===== src/rtl/core/dtf_pkg.sv =====
// Shared types, float constants and controller/datapath command types for the text-to-float core.
package dtf_pkg;

	localparam int unsigned MaxDigits = 16;

	// single precision constants
	localparam logic [31:0] FP_ZERO  = 32'h0000_0000;
	localparam logic [31:0] FP_ONE   = 32'h3F80_0000;
	localparam logic [31:0] FP_TEN   = 32'h4120_0000;
	localparam logic [31:0] FP_TENTH = 32'h3DCC_CCCD;

	// index of the table slot that holds 1.0 and of the point's own slot
	localparam logic [4:0] POW_ONE_IDX   = 5'd15;
	localparam logic [4:0] POW_POINT_IDX = 5'd16;
	// index of the last of the table entries that are computed after reset
	localparam logic [4:0] INIT_LAST = 5'd29;

	typedef struct packed {
		logic [7:0] character;
		logic       last;
	} in_item_t;

	typedef struct packed {
		logic [31:0] value_bits;
		logic        too_long;
	} out_item_t;

	typedef enum logic [2:0] {
		ST_INIT_ISSUE,
		ST_INIT_WAIT,
		ST_LOAD,
		ST_CHECK,
		ST_EVAL_ISSUE,
		ST_EVAL_WAIT,
		ST_FINISH
	} state_t;

	typedef enum logic [1:0] {A_POW, A_ACC_A, A_ACC_P, A_ACC_Q} a_sel_t;
	typedef enum logic [1:0] {B_DIGIT, B_ONE, B_TEN, B_TENTH} b_sel_t;
	typedef enum logic [1:0] {C_ZERO, C_ACC_A, C_ACC_B, C_ACC_Q} c_sel_t;
	typedef enum logic [2:0] {D_ACC_A, D_ACC_B, D_ACC_P, D_ACC_Q, D_TABLE} dst_t;

	typedef struct packed {
		logic       load_en;
		logic       issue;
		logic       use_lane;
		logic [3:0] lane;
		logic [4:0] tbl_rd;
		logic [4:0] tbl_wr;
		a_sel_t     a_sel;
		b_sel_t     b_sel;
		c_sel_t     c_sel;
		dst_t       dst;
		logic       out_load;
		logic       clear;
	} dtf_cmd_t;

	typedef struct packed {
		logic last_acc;
		logic overflow;
		logic fma_done;
		logic out_full;
	} dtf_status_t;

endpackage


===== src/rtl/core/dtf_ctrl.sv =====
// Controller: table build after reset, byte loading, FMA sequencing and result hand-off.
module dtf_ctrl (
	input  logic                 clk,
	input  logic                 arst_n,
	input  dtf_pkg::dtf_status_t status,
	output dtf_pkg::dtf_cmd_t    cmd
);
	import dtf_pkg::*;

	state_t     state_q, state_n;
	logic [4:0] init_q;
	logic [1:0] grp_q;
	logic [2:0] step_q;
	logic       last_op;

	assign last_op = (grp_q == 2'd3) && (step_q == 3'd6);

	// state and sequence counters
	always_ff @(posedge clk or negedge arst_n) begin
		if (!arst_n) begin
			state_q <= ST_INIT_ISSUE;
			init_q  <= 5'd0;
			grp_q   <= 2'd0;
			step_q  <= 3'd0;
		end else begin
			state_q <= state_n;
			if (state_q == ST_INIT_WAIT && status.fma_done) begin
				init_q <= init_q + 5'd1;
			end
			if (state_q == ST_LOAD) begin
				grp_q  <= 2'd0;
				step_q <= 3'd0;
			end else if (state_q == ST_EVAL_WAIT && status.fma_done && !last_op) begin
				if (step_q == 3'd5 && grp_q != 2'd3) begin
					grp_q  <= grp_q + 2'd1;
					step_q <= 3'd0;
				end else begin
					step_q <= step_q + 3'd1;
				end
			end
		end
	end

	// next state
	always_comb begin
		state_n = state_q;
		unique case (state_q)
			ST_INIT_ISSUE: state_n = ST_INIT_WAIT;
			ST_INIT_WAIT: begin
				if (status.fma_done) begin
					state_n = (init_q == INIT_LAST) ? ST_LOAD : ST_INIT_ISSUE;
				end
			end
			ST_LOAD: begin
				if (status.last_acc) state_n = ST_CHECK;
			end
			ST_CHECK:      state_n = status.overflow ? ST_FINISH : ST_EVAL_ISSUE;
			ST_EVAL_ISSUE: state_n = ST_EVAL_WAIT;
			ST_EVAL_WAIT: begin
				if (status.fma_done) begin
					state_n = last_op ? ST_FINISH : ST_EVAL_ISSUE;
				end
			end
			ST_FINISH: begin
				if (!status.out_full) state_n = ST_LOAD;
			end
			default: state_n = ST_INIT_ISSUE;
		endcase
	end

	// outputs
	logic [4:0] wr_idx;
	logic       init_pos;

	always_comb begin
		init_pos = (init_q < 5'd15);
		wr_idx   = init_pos ? (5'd14 - init_q) : (init_q + 5'd2);

		cmd          = '0;
		cmd.a_sel    = A_POW;
		cmd.b_sel    = B_DIGIT;
		cmd.c_sel    = C_ZERO;
		cmd.dst      = D_ACC_A;

		unique case (state_q)
			ST_INIT_ISSUE, ST_INIT_WAIT: begin
				cmd.issue  = (state_q == ST_INIT_ISSUE);
				cmd.tbl_wr = wr_idx;
				if (init_pos) begin
					cmd.tbl_rd = wr_idx + 5'd1;
				end else if (wr_idx == 5'd17) begin
					cmd.tbl_rd = POW_ONE_IDX;
				end else begin
					cmd.tbl_rd = wr_idx - 5'd1;
				end
				cmd.b_sel = init_pos ? B_TEN : B_TENTH;
				cmd.dst   = D_TABLE;
			end
			ST_LOAD: cmd.load_en = 1'b1;
			ST_CHECK: ;
			ST_EVAL_ISSUE, ST_EVAL_WAIT: begin
				cmd.issue    = (state_q == ST_EVAL_ISSUE);
				cmd.use_lane = 1'b1;
				case (step_q)
					3'd0: begin
						cmd.lane = {2'd0, grp_q};
					end
					3'd1: begin
						cmd.lane = {2'd1, grp_q};
						cmd.dst  = D_ACC_B;
					end
					3'd2: begin
						cmd.lane  = {2'd2, grp_q};
						cmd.c_sel = C_ACC_A;
					end
					3'd3: begin
						cmd.lane  = {2'd3, grp_q};
						cmd.c_sel = C_ACC_B;
						cmd.dst   = D_ACC_B;
					end
					3'd4: begin
						cmd.a_sel = A_ACC_A;
						cmd.b_sel = B_ONE;
						cmd.c_sel = C_ACC_B;
					end
					3'd5: begin
						cmd.b_sel = B_ONE;
						case (grp_q)
							2'd0: begin
								cmd.a_sel = A_ACC_A;
								cmd.dst   = D_ACC_P;
							end
							2'd1: begin
								cmd.a_sel = A_ACC_P;
								cmd.c_sel = C_ACC_A;
								cmd.dst   = D_ACC_P;
							end
							2'd2: begin
								cmd.a_sel = A_ACC_A;
								cmd.dst   = D_ACC_Q;
							end
							default: begin
								cmd.a_sel = A_ACC_Q;
								cmd.c_sel = C_ACC_A;
								cmd.dst   = D_ACC_Q;
							end
						endcase
					end
					default: begin
						// final sum of the two halves
						cmd.a_sel = A_ACC_P;
						cmd.b_sel = B_ONE;
						cmd.c_sel = C_ACC_Q;
						cmd.dst   = D_ACC_P;
					end
				endcase
			end
			ST_FINISH: begin
				cmd.out_load = ~status.out_full;
				cmd.clear    = ~status.out_full;
			end
			default: ;
		endcase
	end

endmodule


===== config.mk =====
export PLATFORM = sky130hd
export DESIGN_NAME = dtf_ctrl
export DESIGN_NICKNAME = d
export VERILOG_FILES = /design/src/rtl/core/dtf_pkg.sv /design/src/rtl/core/dtf_ctrl.sv
export SDC_FILE = /design/constraint.sdc
export NUM_CORES = 1
export LEC_CHECK = 0
export BUFFER_PORTS_ARGS = -buffer_cell sky130_fd_sc_hd__buf_2
export CAP_MARGIN = 20
export CORE_MARGIN = 1
export CORE_UTILIZATION = 53
export CTS_CLUSTER_SIZE = 24
export DETAILED_ROUTE_END_ITERATION = 16
export PLACE_DENSITY = 0.83
export SYNTH_ARGS = -nofsm -noshare
export SYNTH_HDL_FRONTEND = slang
export SYNTH_SLANG_ARGS = --single-unit

===== constraint.sdc =====
create_clock -name clk -period 2.8 [get_ports clk]
set_input_delay 0.14 -clock clk [delete_from_list [all_inputs] [get_ports clk]]
set_output_delay 0.14 -clock clk [all_outputs]
set_load 0.005 [all_outputs]

==> results of run 1 <==
-- metrics by stage --
step                      worst slack, ps  cell area, um2  hold WS (ps)  utilization  instances
after floorplan                       527            1400          -156            -        184
after global placement                348            1520          42.5        0.615        236
after detailed placement              267            1520          45.8        0.615        236
after CTS                            42.1            1560          60.6        0.631        241
after global routing                 9.98            1580          93.7        0.636        241
final                                 192            1580          67.4        0.636        241
-- critical path, stage by stage (launching register included) --
cell and delay [ps]:
dfrtp_2 480, ha_4 220, a31o_2 260, a21oi_1 190, ha_1 210, nand2_1 60
a21oi_1 150, xor2_1 90, a2111oi_1 370, buf_2 170
-- routing by layer --
layer	wire [um]	vias up	track usage
li1	-	688	-
met1	1400	614	0.302
met2	1510	37	0.421
met3	117	2	0.0431
met4	16	0	0.0395
met5	0	-	0
-- cell usage in the layout (no fill, tap or decap), types with 2 or more instances in the layout --
master	n
buf_2	33
nor2_1	25
nand2_1	16
a21oi_1	15
inv_1	15
ha_1	15
dfrtp_1	11
o21ai_0	10
nand3_1	8
xnor2_1	8
a31oi_1	7
and2_1	4
nand2b_1	3
nor3_1	3
clkbuf_4	3
a211oi_1	2
nor4bb_1	2
xor2_1	2
mux2i_1	2
o31ai_1	2
dfrtp_2	2
buf_4	2
-- power breakdown --
group / switching, mW / total [mW] / internal (mW)
Combinational: 0.629 / 1.15 / 0.518
Sequential: 0.140 / 0.401 / 0.261
Clock: 0.0582 / 0.113 / 0.0551
Total: 0.827 / 1.66 / 0.834
-- registers in the layout, summed over array words and instances (netlist names) --
name	cells
grp_q	2
init_q	5
step_q	3
state_q	3
-- worst max-delay path by stage --
stage	slack (ps)	startpoint	end	cells after the start
after floorplan	530	init_q[1]	cmd[20]	9
after global placement	350	init_q[2]	cmd[20]	10
after detailed placement	270	init_q[2]	cmd[20]	10
after CTS	40	init_q[2]	cmd[20]	10
after global routing	10	init_q[2]	cmd[20]	10
final	190	init_q[2]	cmd[20]	9
-- cell families (layout without fill, tap and decap cells) --
| group | after synthesis | in the layout | synth area share |
|---|---|---|---|
| and+or+nand+nor | 71 | 71 | 0.250 |
| buffers and inverters | 28 | 55 | 0.106 |
| DFF | 13 | 13 | 0.233 |
| xor gates and xnor gates | 10 | 10 | 0.0627 |
| muxes | 2 | 2 | 0.0143 |
| AOI/OAI and AO/OA | 44 | 44 | 0.192 |
| adders and majority gates | 16 | 16 | 0.143 |
-- layout make-up --
| class | count | area, um2 | area share |
|---|---|---|---|
| Sequential cell | 13 | 328 | 0.208 |
| Timing Repair Buffer | 36 | 190 | 0.121 |
| Inverter | 15 | 56.3 | 0.0357 |
| Tap cell | 30 | 37.5 | 0.0238 |
| Clock buffer | 4 | 26.3 | 0.0167 |
| Multi-Input combinational cell | 143 | 937 | 0.595 |
-- repair_timing --
item | in CTS | in global routing
resized for setup | 1 | 3
endpoints found under the setup margin | 1 | 1
pin swaps | 0 | 0
endpoints found under the hold margin | 13 | 0
hold buffers | 1 | 0
==> impl_metrics.ini, run 1 <==
[status]
status = completed

[yosys]
ys_async_sr_fraction = 1.00
synth.net_count = 206
ys_top_cells_by_count = nor2_1 (25), ha_1 (16), nand2_1 (16)
synth_ff_type = dfrtp_1
synth_most_common_cell = nor2_1
mappedNetlistArea_um2 = 1400
syn-mean-instance-area_um2 = 7.60
netlist_instances = 184
synth_top_area_frac = 0.233
synthTopCellsByArea = dfrtp_1 (23%), ha_1 (14%), nor2_1 (6.7%), a21oi_1 (5.4%), xnor2_1 (5.0%)
synth_edf_count = 0
yosysWarnings = 0
synth_top_cell_by_area = dfrtp_1
yosysUniqueCellTypes = 40
synth_seq_area_share = 0.233
synth_seq_cells = 13

[power]
p_leak_nw = 0.762
peakVddDrop_mv = 0.838
finalPower_mw = 1.66
power_density_nw_per_um2 = 1050

[sta]
tightest_slew_ps = 451
setup_viol_count_final = 0
finalCritPeriodShare = 0.931
hold_viol = 0
period_minus_slack_ps = 2610
skew_ps = 0.529
fmax_ghz = 0.383
fin_tns_setup_ps = 0
final-max-slew-violation-count = 0
rsz0062_at_grt = false
maxSlewHeadroom = 0.699

[placement]
hpwl_um = 2340
port_buffers = 33
place_congestion = 0.867

[die]
num_rows = 18
core-area_um2 = 2480
io-pin-count = 34
initial_core_util = 0.564
fp.dieH_um = 53.4
die_x_um = 53.4
dieArea_um2 = 2850

[route]
firstDrtPassIters = 4
routed_via_density = 5.56
drt.antenna.violating_nets = 0
routedWlPerCell_um = 12.6
via_count = 1341
wl_um = 3040
drc = 0
drt_iter0_drc = 28

[setup_path]
crit_type = flip-flop to output pin
rr_worst_depth = 7
end_kind = output pin
arrival_ps = 2470
required_ps = 2660
r2r_end = grp_q[1]
r2r_setup_slack_ps = 780
cp_max_fo = 10
regToRegStartpoint = step_q[0]
start_kind = flip-flop

[clocking]
cts_tree = done
postCtsSetupBuffers = 0
root_buffer = clkbuf_4
cts_made_buffers = 3
path_clk_slew_ps = 80
clk_latency_ps = 270
clockBufferDepth = 2
htreeDepth = 1
cts.sinks = 13

[finish]
area_growth_pct = 12.7
nNetsFinal = 234
diodes = 0
post_route_cells_drive_above_1_share = 0.213
fill_cells = 243

[worst_hold_path]
hp-start = status[3]
whs_path_depth = 3
hold_end = state_q[0]
hold_path.class = input port to flip-flop

[global_routing]
grt_pass1_wl_um = 4980
grt-ovfl-total = 0
grt_max_degree = 16
antenna_found_initial = 0
grt_pass1_vias = 1118
grt_usage = 0.239

[flow_run]
drv_cap = 0
Power figures use the tool's default switching activity.
==> run 2, diff against run 1 <==
==> config.mk (replaced) <==
export PLATFORM = sky130hd
export DESIGN_NAME = dtf_ctrl
export DESIGN_NICKNAME = d
export VERILOG_FILES = /design/src/rtl/core/dtf_pkg.sv /design/src/rtl/core/dtf_ctrl.sv
export SDC_FILE = /design/constraint.sdc
export NUM_CORES = 1
export LEC_CHECK = 0
export CAP_MARGIN = 20
export CORE_MARGIN = 1
export CORE_UTILIZATION = 60
export CTS_CLUSTER_SIZE = 24
export DETAILED_ROUTE_END_ITERATION = 16
export DONT_BUFFER_PORTS = 1
export PLACE_DENSITY = 0.8
export SYNTH_ARGS = -nofsm -noshare
export SYNTH_HDL_FRONTEND = slang
export SYNTH_SLANG_ARGS = --single-unit
==> run 2 against run 1 <==
The flow now finishes with violations (negative hold slack). Via count decreased by 3.9%. Power decreased by 7.2%. Global-route usage increased by 2.1 points. First-iteration DRC count increased by 3.6%. Wire length decreased by 0.30%. Utilization increased by 0.27 points. Register-to-register slack improved by 30 ps. Clock skew increased by 3.0 ps. Sequential share of layout area increased by 2.4 points. Combinational power decreased by 11%. Largest power group unchanged. Highest routed layer unchanged.
==> impl_metrics.ini, run 2 (synthesis results as in run 1) <==
[clocking]
clk_latency_ps = 280
clockBufferDepth = 2
cts.sinks = 13
htreeDepth = 1
cts_tree = done
root_buffer = clkbuf_4
path_clk_slew_ps = 70
postCtsSetupBuffers = 0
cts_made_buffers = 3

[route]
wl_um = 3030
via_count = 1289
drc = 0
firstDrtPassIters = 6
routed_via_density = 6.26
drt.antenna.violating_nets = 0
routedWlPerCell_um = 14.7
drt_iter0_drc = 29

[finish]
largest_reg_flops = 5
layout_commonest_cell = nor2_1
reg_top3 = init_q x5, state_q x3, step_q x3
mostFrequentLayoutCells = nor2_1 (25), nand2_1 (16), a21oi_1 (15), inv_1 (15), ha_1 (15)
multi_input_area_um2 = 942
post_route_cells_drive_above_1_share = 0.0730
regMostFlops = init_q
register_area_um2 = 328
area_growth_pct = 1.07
fill_cells = 212
final_util = 0.639
diodes = 0
nNetsFinal = 201
final_cell_area_um2 = 1410

[global_routing]
grt_pass1_wl_um = 5130
grt-ovfl-total = 0
antenna_found_initial = 0
grt_pass1_vias = 1161
grt_max_degree = 16
grt_usage = 0.260

[flow_run]
drv_cap = 0

[power]
power_density_nw_per_um2 = 1090
p_leak_nw = 0.601
peakVddDrop_mv = 0.812

[sta]
skew_ps = 3.57
whs_ps = -6.19
fmax_ghz = 0.391
final-max-slew-violation-count = 0
hold_viol = 1
rsz0062_at_grt = false
maxSlewHeadroom = 0.624
setup_viol_count_final = 0
setup_slack_ps = 241
tightest_slew_ps = 562
finalCritPeriodShare = 0.914
period_minus_slack_ps = 2560
fin_tns_setup_ps = 0

[die]
io-pin-count = 34
initial_core_util = 0.632
die_x_um = 50.3
dieArea_um2 = 2530
fp.dieH_um = 50.3
core-area_um2 = 2210
num_rows = 17

[placement]
placed_area_um2 = 1360
pre_cts_ws_ps = 210
hpwl_um = 2290
port_buffers = 0
place_congestion = 0.840

[worst_hold_path]
hold_path.class = input port to flip-flop

[status]
status = finished with violations
violations = negative hold slack

[setup_path]
required_ps = 2660
cp_max_fo = 10
crit_type = flip-flop to output pin
end_kind = output pin
arrival_ps = 2420
start_kind = flip-flop
==> run 2: routing by layer <==
metal,up-vias,global-route usage,routed length (um)
li1,620,-,-
met1,609,0.327,1290
met2,52,0.451,1500
met3,8,0.0394,163
met4,0,0.0810,75
met5,-,0,0
==> run 2: layout make-up <==
type,count,area share
tap,28,0.0248
timing repair buffer,3,0.0177
clock buffer,4,0.0186
sequential,13,0.232
multi-input combinational,143,0.667
inverter,15,0.0399
==> run 2: power breakdown <==
part	switching [mW]	internal [mW]	leakage, nW
registers	0.143	0.261	0.163
clock network	0.0585	0.0553	0.0150
logic	0.612	0.412	0.422
==> run 2: critical path: stages, from the launching register on <==
cell       delay (ps)
dfrtp_2           490
ha_4              220
a31o_2            260
a21oi_1           210
ha_1              220
nand2_1            70
a21oi_1           160
xor2_1            100
a2111oi_2         410
==> run 2: worst paths after layout <==
path | startpoint | slack, ps | to | cells after the start
worst max-delay path | init_q[2] | 240 | cmd[20] | 8
worst min-delay path | status[3] | -6 | state_q[0] | 2
worst max register to register | step_q[0] | 810 | grp_q[1] | 7
worst min register to register | state_q[0] | 580 | state_q[1] | 1
max in group asynchronous | arst_n | 2110 | init_q[0] | 1
min in group asynchronous | arst_n | 290 | init_q[3] | 1
==> run 2: per-stage QoR <==
stage / instances / total power [mW]
2_1_floorplan: 184 / 1.21
3_3_place_gp: 201 / 1.32
3_5_place_dp: 201 / 1.37
4_1_cts: 206 / 1.50
5_1_grt: 206 / 1.70
6_report: 206 / 1.54
==> run 2: timing repair <==
item                       in CTS  in global routing
gates resized for setup         2                  3
setup endpoints to repair       1                  1
hold buffers                    1                  0
hold endpoints to repair       13                  0
==> run 3, diff against run 2 <==
--- a/config.mk
+++ b/config.mk
@@ -5,13 +5,14 @@
 export SDC_FILE = /design/constraint.sdc
 export NUM_CORES = 1
 export LEC_CHECK = 0
+export BUFFER_PORTS_ARGS = -buffer_cell sky130_fd_sc_hd__buf_2
 export CAP_MARGIN = 20
+export CORE_ASPECT_RATIO = 1.5
 export CORE_MARGIN = 1
-export CORE_UTILIZATION = 60
+export CORE_UTILIZATION = 53
 export CTS_CLUSTER_SIZE = 24
 export DETAILED_ROUTE_END_ITERATION = 16
-export DONT_BUFFER_PORTS = 1
-export PLACE_DENSITY = 0.8
+export PLACE_DENSITY = 0.83
 export SYNTH_ARGS = -nofsm -noshare
 export SYNTH_HDL_FRONTEND = slang
 export SYNTH_SLANG_ARGS = --single-unit
==> run 3 against run 2 <==
The flow now finishes without violations. Highest routed layer unchanged. Wire length grew 1.7%. Sequential share of layout area shrank 2.4 points. Clock skew shrank 2.2 ps. Die area grew 13%. Critical path type unchanged. Clock-buffer cell count is the same. Critical path depth grew 1.
==> impl_metrics.ini, run 3 (synthesis results as in run 1) <==
[route]
drt.antenna.violating_nets = 0
firstDrtPassIters = 6
met2_length_um = 1700
met1_length_um = 1230
via_count = 1352
routed_via_density = 5.70
drt_iter0_drc = 44
wl_um = 3080
routedWlPerCell_um = 13.0
topRoutingLayerUsed = met4
drc = 0
wl_met3_um = 63

[placement]
placed_cells = 232
placed_area_um2 = 1530
port_buffers = 33
hpwl_um = 2460
place_congestion = 0.928

[die]
io-pin-count = 34
die_x_um = 43.9
dieArea_um2 = 2850
fp.dieH_um = 64.9
initial_core_util = 0.564
num_rows = 22
core-area_um2 = 2480

[finish]
mostFrequentLayoutCells = buf_2 (33), nor2_1 (25), nand2_1 (16)
reg_top3 = init_q x5, state_q x3, step_q x3
fill_cells = 229
nNetsFinal = 236
fin_cells = 237
layout_commonest_cell = buf_2
post_route_cells_drive_above_1_share = 0.216
diodes = 0
regMostFlops = init_q
area_growth_pct = 12.4
largest_reg_flops = 5
final_cell_area_um2 = 1570

[sta]
hold_viol = 0
rsz0062_at_grt = false
period_minus_slack_ps = 2600
tightest_slew_ps = 446
finalCritPeriodShare = 0.928
maxSlewHeadroom = 0.703
skew_ps = 1.34
final-max-slew-violation-count = 0
fin_tns_setup_ps = 0
fmax_ghz = 0.385
setup_viol_count_final = 0

[global_routing]
grt_pass1_vias = 1248
grt_pass1_wl_um = 5080
grt_max_degree = 16
grt-ovfl-total = 0
grt_usage = 0.237
antenna_found_initial = 0

[status]
status = completed

[setup_path]
crit_path_top_delay_cell = dfrtp_2
arrival_ps = 2460
crit_path_max_incr_delay_ps = 460
start_kind = flip-flop
critical-path-top-delay-family = compound AO/OA/AOI/OAI gates
end_kind = output pin
crit_top_cell = a21oi_1
crit_chain = buf_4 > a31o_2 > a21oi_1 > ha_1 > nand2_1 > a21oi_1 > xor2_1 > a2111oi_1 > buf_2
path_buf_inv = 2
crit_type = flip-flop to output pin
required_ps = 2660
cp_max_fo = 10

[power]
peakVddDrop_mv = 0.824
power_density_nw_per_um2 = 1060
p_leak_nw = 0.772

[clocking]
clockBufferDepth = 2
htreeDepth = 1
root_buffer = clkbuf_4
cts_made_buffers = 3
cts_tree = done
clk_latency_ps = 280
postCtsSetupBuffers = 0
path_clk_slew_ps = 70
cts.sinks = 13

[flow_run]
drv_cap = 0

[worst_hold_path]
hold_path.class = input port to flip-flop
-- run 3: cell types whose count changed in the layout (fill, tap and decap cells not counted), sizes merged --
cell / before / now
buf: 2 / 37
-- run 3: final timing paths --
check / from / to / slack [ps] / depth (start not counted)
worst max-delay path: init_q[0] / cmd[20] / 200 / 9
worst max register to register: step_q[0] / grp_q[1] / 830 / 7
max in group asynchronous: arst_n / init_q[0] / 2300 / 2
min in group asynchronous: arst_n / init_q[3] / 270 / 2
worst min-delay path: status[3] / state_q[0] / 70 / 3
worst min register to register: state_q[0] / state_q[1] / 590 / 1
-- run 3: metrics by stage --
step                setup slack [ps]  utilization  hold WS, ps  total power [mW]
floorplan                        527            -         -156              1.21
global placement                 513        0.618         37.6              1.52
detailed placement               468        0.618         37.7              1.54
CTS                              140        0.633         78.2              1.66
global route                    26.8        0.634         83.9              1.84
finish                           201        0.634         74.3              1.67
-- run 3: power breakdown --
part	internal, mW	switching, mW
Sequential	0.260	0.119
Clock	0.0553	0.0600
Combinational	0.519	0.652
-- run 3: layer usage --
layer,vias up,track usage
met5,-,0
met4,0,0.129
met3,6,0.00836
met2,33,0.466
met1,623,0.235
li1,690,-
-- run 3: layout make-up --
cell class	instances	area, um2	area share
sequential	13	327	0.208
multi-input combinational	143	927	0.590
inverter	15	56.3	0.0358
timing repair buffer	38	205	0.131
tap	24	30.0	0.0191
clock buffer	4	26.3	0.0167
-- run 3: tightest hold or removal path: cells and delay by family --
kind            cells  cell delay [ps]
simple gates        1               40
buf+inv             1               80
compound gates      1               60
-- run 3: timing repair --
action	4_1_cts	5_1_grt
resized for setup	0	2
hold buffers	1	0
setup endpoints to repair	0	1
hold endpoints to repair	13	0
